<file path="config.mk">
export PLATFORM = sky130hd
export DESIGN_NAME = rectangle_grid_binning_unit
export DESIGN_NICKNAME = d
export VERILOG_FILES = /design/src/rtl/rgb_pkg.sv /design/src/rtl/rgb_idx_unit.sv /design/src/rtl/rgb_cell_scan.sv /design/src/rtl/rectangle_grid_binning_unit.sv
export SDC_FILE = /design/constraint.sdc
export NUM_CORES = 1
export LEC_CHECK = 0
export BUFFER_PORTS_ARGS = -buffer_cell sky130_fd_sc_hd__buf_2
export CORE_MARGIN = 3
export CORE_UTILIZATION = 40
export DETAILED_ROUTE_END_ITERATION = 10
export SLEW_MARGIN = 5
export SYNTH_ARGS = -nofsm -noshare
export SYNTH_HDL_FRONTEND = slang
export SYNTH_HIERARCHICAL = 1
export SYNTH_SLANG_ARGS = --single-unit
</file>
<file path="constraint.sdc">
create_clock -name clk -period 6.8 [get_ports clk]
set_clock_uncertainty 0.1 [all_clocks]
set_input_delay 1.36 -clock clk [delete_from_list [all_inputs] [get_ports clk]]
set_output_delay 1.36 -clock clk [all_outputs]
set_load 0.01 [all_outputs]
</file>
<file path="src/rtl/rgb_pkg.sv">
`default_nettype none

package rgb_pkg;

  localparam int IDX_W = 3;
  localparam int OFF_W = 35;
  localparam int SIZE_W = 32;
  localparam int COORD_W = 32;
  localparam int LEN_W = 31;
  localparam int CFG_IDX_W = 8;

  localparam logic [CFG_IDX_W-1:0] CFG_GRID_LEFT = 8'd0;
  localparam logic [CFG_IDX_W-1:0] CFG_GRID_TOP = 8'd1;
  localparam logic [CFG_IDX_W-1:0] CFG_CELL_WIDTH = 8'd2;
  localparam logic [CFG_IDX_W-1:0] CFG_CELL_HEIGHT = 8'd3;

  localparam logic [SIZE_W-1:0] CELL_SIZE_RESET = 32'd256;

  typedef enum logic [2:0] {
    ST_IDLE = 3'b001,
    ST_CALC = 3'b010,
    ST_SCAN = 3'b100
  } state_t;

  typedef enum logic [1:0] {
    PH_COL_LO = 2'd0,
    PH_COL_HI = 2'd1,
    PH_ROW_LO = 2'd2,
    PH_ROW_HI = 2'd3
  } phase_t;

  typedef struct packed {
    logic                     start;
    logic signed [OFF_W-1:0]  offset;
    logic [SIZE_W-1:0]        size;
  } idx_req_t;

  typedef struct packed {
    logic             done;
    logic [IDX_W-1:0] idx;
  } idx_rsp_t;

  typedef struct packed {
    logic             start;
    logic [IDX_W-1:0] row_lo;
    logic [IDX_W-1:0] row_hi;
    logic [IDX_W-1:0] col_lo;
    logic [IDX_W-1:0] col_hi;
  } scan_req_t;

  typedef struct packed {
    logic             valid;
    logic [IDX_W-1:0] row;
    logic [IDX_W-1:0] col;
    logic             last;
  } cell_out_t;

endpackage

`default_nettype wire

</file>
<file path="src/rtl/rgb_idx_unit.sv">
`default_nettype none

module rgb_idx_unit #(
  parameter int GRID_SIZE = 8
) (
  input  wire logic              clk,
  input  wire logic              rst_n,
  input  wire rgb_pkg::idx_req_t req,
  output rgb_pkg::idx_rsp_t      rsp
);
  import rgb_pkg::*;

  localparam int REM_W = OFF_W + 6;
  localparam logic [IDX_W-1:0] IDX_MAX = IDX_W'(GRID_SIZE - 1);

  logic              busy_r, busy_nxt;
  logic              neg_r, neg_nxt;
  logic [REM_W-1:0]  rem_r, rem_nxt;
  logic [OFF_W-1:0]  acc_r, acc_nxt;
  logic [SIZE_W-1:0] size_r, size_nxt;
  logic [IDX_W-1:0]  idx_r, idx_nxt;
  logic [SIZE_W-1:0] size_eff;
  logic              stop;

  // Each step compares the scaled offset against the next multiple of the cell size.
  assign size_eff = (req.size == '0) ? SIZE_W'(1) : req.size;
  assign stop = neg_r || (idx_r == IDX_MAX) || (rem_r < REM_W'(acc_r));

  always_comb begin
    busy_nxt = busy_r;
    neg_nxt  = neg_r;
    rem_nxt  = rem_r;
    acc_nxt  = acc_r;
    size_nxt = size_r;
    idx_nxt  = idx_r;
    if (req.start) begin
      busy_nxt = 1'b1;
      neg_nxt  = req.offset[OFF_W-1];
      rem_nxt  = {req.offset[OFF_W-3:0], 8'd0};
      acc_nxt  = OFF_W'(size_eff);
      size_nxt = size_eff;
      idx_nxt  = '0;
    end else if (busy_r) begin
      if (stop) begin
        busy_nxt = 1'b0;
      end else begin
        idx_nxt = idx_r + IDX_W'(1);
        acc_nxt = acc_r + OFF_W'(size_r);
      end
    end
  end

  always_ff @(posedge clk) begin
    if (!rst_n) begin
      busy_r <= 1'b0;
    end else begin
      busy_r <= busy_nxt;
    end
    neg_r  <= neg_nxt;
    rem_r  <= rem_nxt;
    acc_r  <= acc_nxt;
    size_r <= size_nxt;
    idx_r  <= idx_nxt;
  end

  assign rsp.done = busy_r && stop;
  assign rsp.idx  = idx_r;

endmodule

`default_nettype wire

</file>
<file path="src/rtl/rgb_cell_scan.sv">
`default_nettype none

module rgb_cell_scan (
  input  wire logic               clk,
  input  wire logic               rst_n,
  input  wire rgb_pkg::scan_req_t req,
  output rgb_pkg::cell_out_t      grid_cell
);
  import rgb_pkg::*;

  logic             active_r, active_nxt;
  logic [IDX_W-1:0] row_r, row_nxt;
  logic [IDX_W-1:0] col_r, col_nxt;
  logic [IDX_W-1:0] row_hi_r, row_hi_nxt;
  logic [IDX_W-1:0] col_lo_r, col_lo_nxt;
  logic [IDX_W-1:0] col_hi_r, col_hi_nxt;
  logic             row_end;
  logic             last;

  assign row_end = (col_r == col_hi_r);
  assign last = row_end && (row_r == row_hi_r);

  always_comb begin
    active_nxt = active_r;
    row_nxt    = row_r;
    col_nxt    = col_r;
    row_hi_nxt = row_hi_r;
    col_lo_nxt = col_lo_r;
    col_hi_nxt = col_hi_r;
    if (req.start) begin
      active_nxt = 1'b1;
      row_nxt    = req.row_lo;
      col_nxt    = req.col_lo;
      row_hi_nxt = req.row_hi;
      col_lo_nxt = req.col_lo;
      col_hi_nxt = req.col_hi;
    end else if (active_r) begin
      if (last) begin
        active_nxt = 1'b0;
      end else if (row_end) begin
        row_nxt = row_r + IDX_W'(1);
        col_nxt = col_lo_r;
      end else begin
        col_nxt = col_r + IDX_W'(1);
      end
    end
  end

  always_ff @(posedge clk) begin
    if (!rst_n) begin
      active_r <= 1'b0;
    end else begin
      active_r <= active_nxt;
    end
    row_r    <= row_nxt;
    col_r    <= col_nxt;
    row_hi_r <= row_hi_nxt;
    col_lo_r <= col_lo_nxt;
    col_hi_r <= col_hi_nxt;
  end

  assign grid_cell.valid = active_r;
  assign grid_cell.row   = row_r;
  assign grid_cell.col   = col_r;
  assign grid_cell.last  = last;

endmodule

`default_nettype wire

</file>
<file path="src/rtl/rectangle_grid_binning_unit.sv">
// Channel  Handshake              Payload
// input    start / busy           in_rect_left, in_rect_bottom, in_rect_width, in_rect_height
// output   out_valid (strobe)     out_cell_row, out_cell_col, out_last_cell
// config   cfg_valid / cfg_ready  cfg_index, cfg_data
//
// One item takes four index searches on a shared compare-and-add unit, then emits one cell per
// cycle (1 to GRID_SIZE*GRID_SIZE cells).
// The compare-and-add unit sets the search time, one cell-size multiple per cycle.
// Reset is synchronous and active low; the block comes out of reset idle with default registers.
// The receiver cannot stall; cells leave back to back and busy drops after the last one.
`default_nettype none

module rectangle_grid_binning_unit #(
  parameter int GRID_SIZE = 8
) (
  input  wire logic                             clk,
  input  wire logic                             rst_n,
  input  wire logic                             start,
  output logic                                  busy,
  input  wire logic signed [rgb_pkg::COORD_W-1:0] in_rect_left,
  input  wire logic signed [rgb_pkg::COORD_W-1:0] in_rect_bottom,
  input  wire logic [rgb_pkg::LEN_W-1:0]        in_rect_width,
  input  wire logic [rgb_pkg::LEN_W-1:0]        in_rect_height,
  output logic                                  out_valid,
  output logic [rgb_pkg::IDX_W-1:0]             out_cell_row,
  output logic [rgb_pkg::IDX_W-1:0]             out_cell_col,
  output logic                                  out_last_cell,
  input  wire logic                             cfg_valid,
  output logic                                  cfg_ready,
  input  wire logic [rgb_pkg::CFG_IDX_W-1:0]    cfg_index,
  input  wire logic [rgb_pkg::SIZE_W-1:0]       cfg_data
);
  import rgb_pkg::*;

  state_t state_r, state_nxt;
  phase_t phase_r, phase_nxt;
  logic   kick_r, kick_nxt;

  logic signed [COORD_W-1:0] grid_left_r, grid_top_r;
  logic [SIZE_W-1:0]         cell_width_r, cell_height_r;

  logic signed [COORD_W-1:0] left_r, bottom_r;
  logic [LEN_W-1:0]          width_r, height_r;

  logic [IDX_W-1:0] col_lo_r, col_lo_nxt;
  logic [IDX_W-1:0] col_hi_r, col_hi_nxt;
  logic [IDX_W-1:0] row_lo_r, row_lo_nxt;

  logic signed [OFF_W-1:0] term_a, term_b, term_len, offset;
  logic                    accept;

  idx_req_t  idx_req;
  idx_rsp_t  idx_rsp;
  scan_req_t scan_req;
  cell_out_t scan_cell;

  assign cfg_ready = 1'b1;
  assign busy = (state_r != ST_IDLE);
  assign accept = start && !busy;

  always_ff @(posedge clk) begin
    if (!rst_n) begin
      grid_left_r   <= '0;
      grid_top_r    <= '0;
      cell_width_r  <= CELL_SIZE_RESET;
      cell_height_r <= CELL_SIZE_RESET;
    end else if (cfg_valid && cfg_ready) begin
      case (cfg_index)
        CFG_GRID_LEFT:   grid_left_r   <= cfg_data;
        CFG_GRID_TOP:    grid_top_r    <= cfg_data;
        CFG_CELL_WIDTH:  cell_width_r  <= cfg_data;
        CFG_CELL_HEIGHT: cell_height_r <= cfg_data;
        default: ;
      endcase
    end
  end

  always_ff @(posedge clk) begin
    if (accept) begin
      left_r   <= in_rect_left;
      bottom_r <= in_rect_bottom;
      width_r  <= in_rect_width;
      height_r <= in_rect_height;
    end
  end

  always_comb begin
    term_a   = OFF_W'(grid_top_r);
    term_b   = OFF_W'(bottom_r);
    term_len = '0;
    case (phase_r)
      PH_COL_LO: begin
        term_a = OFF_W'(left_r);
        term_b = OFF_W'(grid_left_r);
      end
      PH_COL_HI: begin
        term_a   = OFF_W'(left_r);
        term_b   = OFF_W'(grid_left_r);
        term_len = $signed({(OFF_W - LEN_W)'(0), width_r});
      end
      PH_ROW_LO: begin
        term_len = -$signed({(OFF_W - LEN_W)'(0), height_r});
      end
      PH_ROW_HI: begin
        term_len = '0;
      end
      default: ;
    endcase
    offset = term_a - term_b + term_len;
  end

  assign idx_req.start  = kick_r;
  assign idx_req.offset = offset;
  assign idx_req.size   = (phase_r == PH_COL_LO || phase_r == PH_COL_HI) ?
                          cell_width_r : cell_height_r;

  rgb_idx_unit #(
    .GRID_SIZE(GRID_SIZE)
  ) u_idx (
    .clk  (clk),
    .rst_n(rst_n),
    .req  (idx_req),
    .rsp  (idx_rsp)
  );

  always_comb begin
    state_nxt  = state_r;
    phase_nxt  = phase_r;
    kick_nxt   = 1'b0;
    col_lo_nxt = col_lo_r;
    col_hi_nxt = col_hi_r;
    row_lo_nxt = row_lo_r;
    scan_req.start  = 1'b0;
    scan_req.row_lo = row_lo_r;
    scan_req.row_hi = idx_rsp.idx;
    scan_req.col_lo = col_lo_r;
    scan_req.col_hi = col_hi_r;
    case (state_r)
      ST_IDLE: begin
        if (accept) begin
          state_nxt = ST_CALC;
          phase_nxt = PH_COL_LO;
          kick_nxt  = 1'b1;
        end
      end
      ST_CALC: begin
        if (idx_rsp.done) begin
          case (phase_r)
            PH_COL_LO: col_lo_nxt = idx_rsp.idx;
            PH_COL_HI: col_hi_nxt = idx_rsp.idx;
            PH_ROW_LO: row_lo_nxt = idx_rsp.idx;
            default: ;
          endcase
          if (phase_r == PH_ROW_HI) begin
            state_nxt = ST_SCAN;
            scan_req.start = 1'b1;
          end else begin
            phase_nxt = phase_t'(phase_r + 2'd1);
            kick_nxt  = 1'b1;
          end
        end
      end
      ST_SCAN: begin
        if (scan_cell.valid && scan_cell.last) begin
          state_nxt = ST_IDLE;
        end
      end
      default: begin
        state_nxt = ST_IDLE;
      end
    endcase
  end

  always_ff @(posedge clk) begin
    if (!rst_n) begin
      state_r <= ST_IDLE;
      phase_r <= PH_COL_LO;
      kick_r  <= 1'b0;
    end else begin
      state_r <= state_nxt;
      phase_r <= phase_nxt;
      kick_r  <= kick_nxt;
    end
    col_lo_r <= col_lo_nxt;
    col_hi_r <= col_hi_nxt;
    row_lo_r <= row_lo_nxt;
  end

  rgb_cell_scan u_scan (
    .clk      (clk),
    .rst_n    (rst_n),
    .req      (scan_req),
    .grid_cell(scan_cell)
  );

  assign out_valid     = scan_cell.valid;
  assign out_cell_row  = scan_cell.row;
  assign out_cell_col  = scan_cell.col;
  assign out_last_cell = scan_cell.last;

endmodule

`default_nettype wire

</file>
==> flow_summary.json <==
{
  "slowest_stage": "or4_1",
  "cts_root_buffer": "clkbuf_16",
  "syn_area_per_cell_um2": 10.4,
  "gp_congestion": 0.866,
  "cap_violations": 0,
  "die_h_um": 231,
  "num_vias": 14581,
  "min_from": "col_hi_r[2]",
  "maxSlewHeadroom_pct": 37.8,
  "fin_setup_tns_ns": 0,
  "hold_slack_ns": 0.318,
  "fin_crit_sh_pct": 79.5,
  "cp-end-kind": "register",
  "crit_path_start_kind": "register",
  "start_util_pct": 41.0,
  "cts.clk_slew.worst_paths_ns": 0.06,
  "cts_tree": "done",
  "drv_slew": 0,
  "arrival_ns": 5.61,
  "max_stage_delay_ns": 0.57,
  "synth_cells": 1951,
  "clk_latency_ns": 0.57,
  "rr_worst_depth": 15,
  "dieArea_um2": 53500,
  "drive_above_1_share_pct": 17.1,
  "layout_min_cycle_time_ns": 5.40,
  "drcViolationCount": 0,
  "hold_violations": 0,
  "gr-total-overflow": 0,
  "required_ns": 7.01,
  "fmax_ghz": 0.185,
  "pin_count": 180,
  "crit_path_frequent_cell": "o21ai_0",
  "r2r_start": "height_r[4]",
  "ctsResizeCount": 0,
  "run_status": "finished clean",
  "tightest_slew_ns": 0.930,
  "grt_pass1_vias": 14678,
  "die_w_um": 231,
  "cts_sinks": 390,
  "finalSetupViolations": 0,
  "drt-total-wl_um": 50600,
  "fin_nets": 2378,
  "clock_path_buffers": 3,
  "worstPathCellList": "or4_1 -> nor4_1 -> nand2_1 -> or3_2 -> xnor2_1 -> o21ai_0 -> fa_1 -> ha_1 -> a21o_1 -> a21oi_1 -> o21ai_0 -> nor2_1 -> a31oi_1 -> mux2i_1 -> o221ai_1",
  "antenna_found_initial": 1,
  "setup.worst_path.end": "u_idx/rem_r[40]",
  "viasPerCell": 5.27,
  "synth_nets": 2260,
  "rsz0062_at_grt": "false",
  "p_leak_nw": 8.55,
  "final_antenna_net_count": 0,
  "htree_levels": 2,
  "cts_hold_buf": 0,
  "yosysWarnings": 6,
  "r2r_setup_slack_ns": 1.40,
  "grt_pass1_wl_um": 80200,
  "dpl.hpwl_um": 37200,
  "crit_start": "height_r[4]",
  "globalRouteTotalUtil_pct": 18.9,
  "io_buffers": 178,
  "worstPathMaxFanout": 9,
  "power_density_nw_per_um2": 255,
  "vdd_drop_max_mv": 0.193,
  "critPathKind": "register to register",
  "cts_setup_buffers": 0,
  "hold_path.class": "register to register",
  "drt-initial-drc-count": 883,
  "syn_to_final_growth_pct": 13.9,
  "drt_first_pass_iters": 5,
  "wire_per_inst_um": 18.3,
  "grt_max_degree": 127,
  "rows": 81,
  "cts_made_buffers": 42,
  "synthesis.area_um2": 20300,
  "reg2reg_to": "u_idx/rem_r[40]",
  "core_area_um2": 49600
}
metal layers:
| layer | up-vias | part of all wire [%] | track usage [%] |
|---|---|---|---|
| met4 | 0 | 3.3 | 6.62 |
| li1 | 7151 | - | - |
| met1 | 6980 | 46 | 26.2 |
| met2 | 367 | 46 | 30.3 |
| met5 | - | 0 | 0 |
| met3 | 83 | 5.1 | 3.06 |
flip-flops by register name, summed over array words and instances, names as in the netlist, 31 cells and up:
register / count
cell_width_r: 32
u_idx/acc_r: 35
left_r: 32
width_r: 31
grid_left_r: 32
height_r: 31
cell_height_r: 32
u_idx/rem_r: 33
u_idx/size_r: 32
grid_top_r: 32
bottom_r: 32
critical path, delay by kind of cell, from the launching register on:
| family | cells | cell delay, ns |
|---|---|---|
| xor+xnor | 1 | 0.13 |
| flops | 1 | 0.43 |
| mux | 1 | 0.24 |
| fa+ha+maj | 2 | 0.92 |
| compound gates | 6 | 1.21 |
| simple gates | 5 | 2.13 |
stage by stage:
step	total power, mW	area (µm²)	setup slack (ns)	instances	utilization, %
floorplan	3.38	20300	1.58	1951	-
global placement	3.63	21700	1.58	2689	43.8
detailed placement	3.64	21700	1.39	2689	43.8
CTS	5.96	23100	1.41	2766	46.7
global route	6.17	23100	1.02	2767	46.7
finish	5.90	23100	1.40	2767	46.7
worst min-delay path by stage:
stage / slack, ns / end / cells past startpoint
floorplan: 0.30 / u_scan/col_hi_r[0] / 0
global placement: 0.31 / u_scan/col_hi_r[1] / 0
detailed placement: 0.30 / u_scan/col_hi_r[2] / 0
CTS: 0.32 / u_scan/col_hi_r[2] / 0
global route: 0.34 / u_scan/col_hi_r[2] / 0
finish: 0.32 / u_scan/col_hi_r[2] / 0
layout by cell type (no fill, tap or decap), drive strengths merged, types with 4 or more instances in the layout:
cell     instances
nand2          374
edfxtp         248
a21oi          198
buf            194
dfxtp          142
ha             104
o21ai           95
nor2            71
inv             70
mux2            68
xnor2           61
clkbuf          57
a21o            45
xor2            38
mux2i           36
fa              35
nand4           25
nor4            23
nand3           20
a31oi           13
and3            13
o21a            12
nor2b           12
nor3            12
clkinv          11
and2             9
o21bai           8
nand2b           8
a211oi           8
nor3b            7
or4              7
o31ai            5
o211ai           5
a21boi           5
a22oi            4
o2111ai          4
o221ai           4
a311oi           4
power by group:
| group | switching, mW | internal, mW |
|---|---|---|
| Clock | 0.941 | 1.36 |
| Combinational | 0.501 | 0.348 |
| Sequential | 0.0669 | 2.68 |
layout make-up:
cell class	count	area, µm²
well taps	664	831
multi-input cells	1374	9330
repair buffers	194	1020
diodes	1	2.50
fillers	4576	26400
clock buffers	57	1200
inverters	67	254
clock inverters	20	190
flip-flops and latches	390	10300
(Power assumes the default switching activity.)
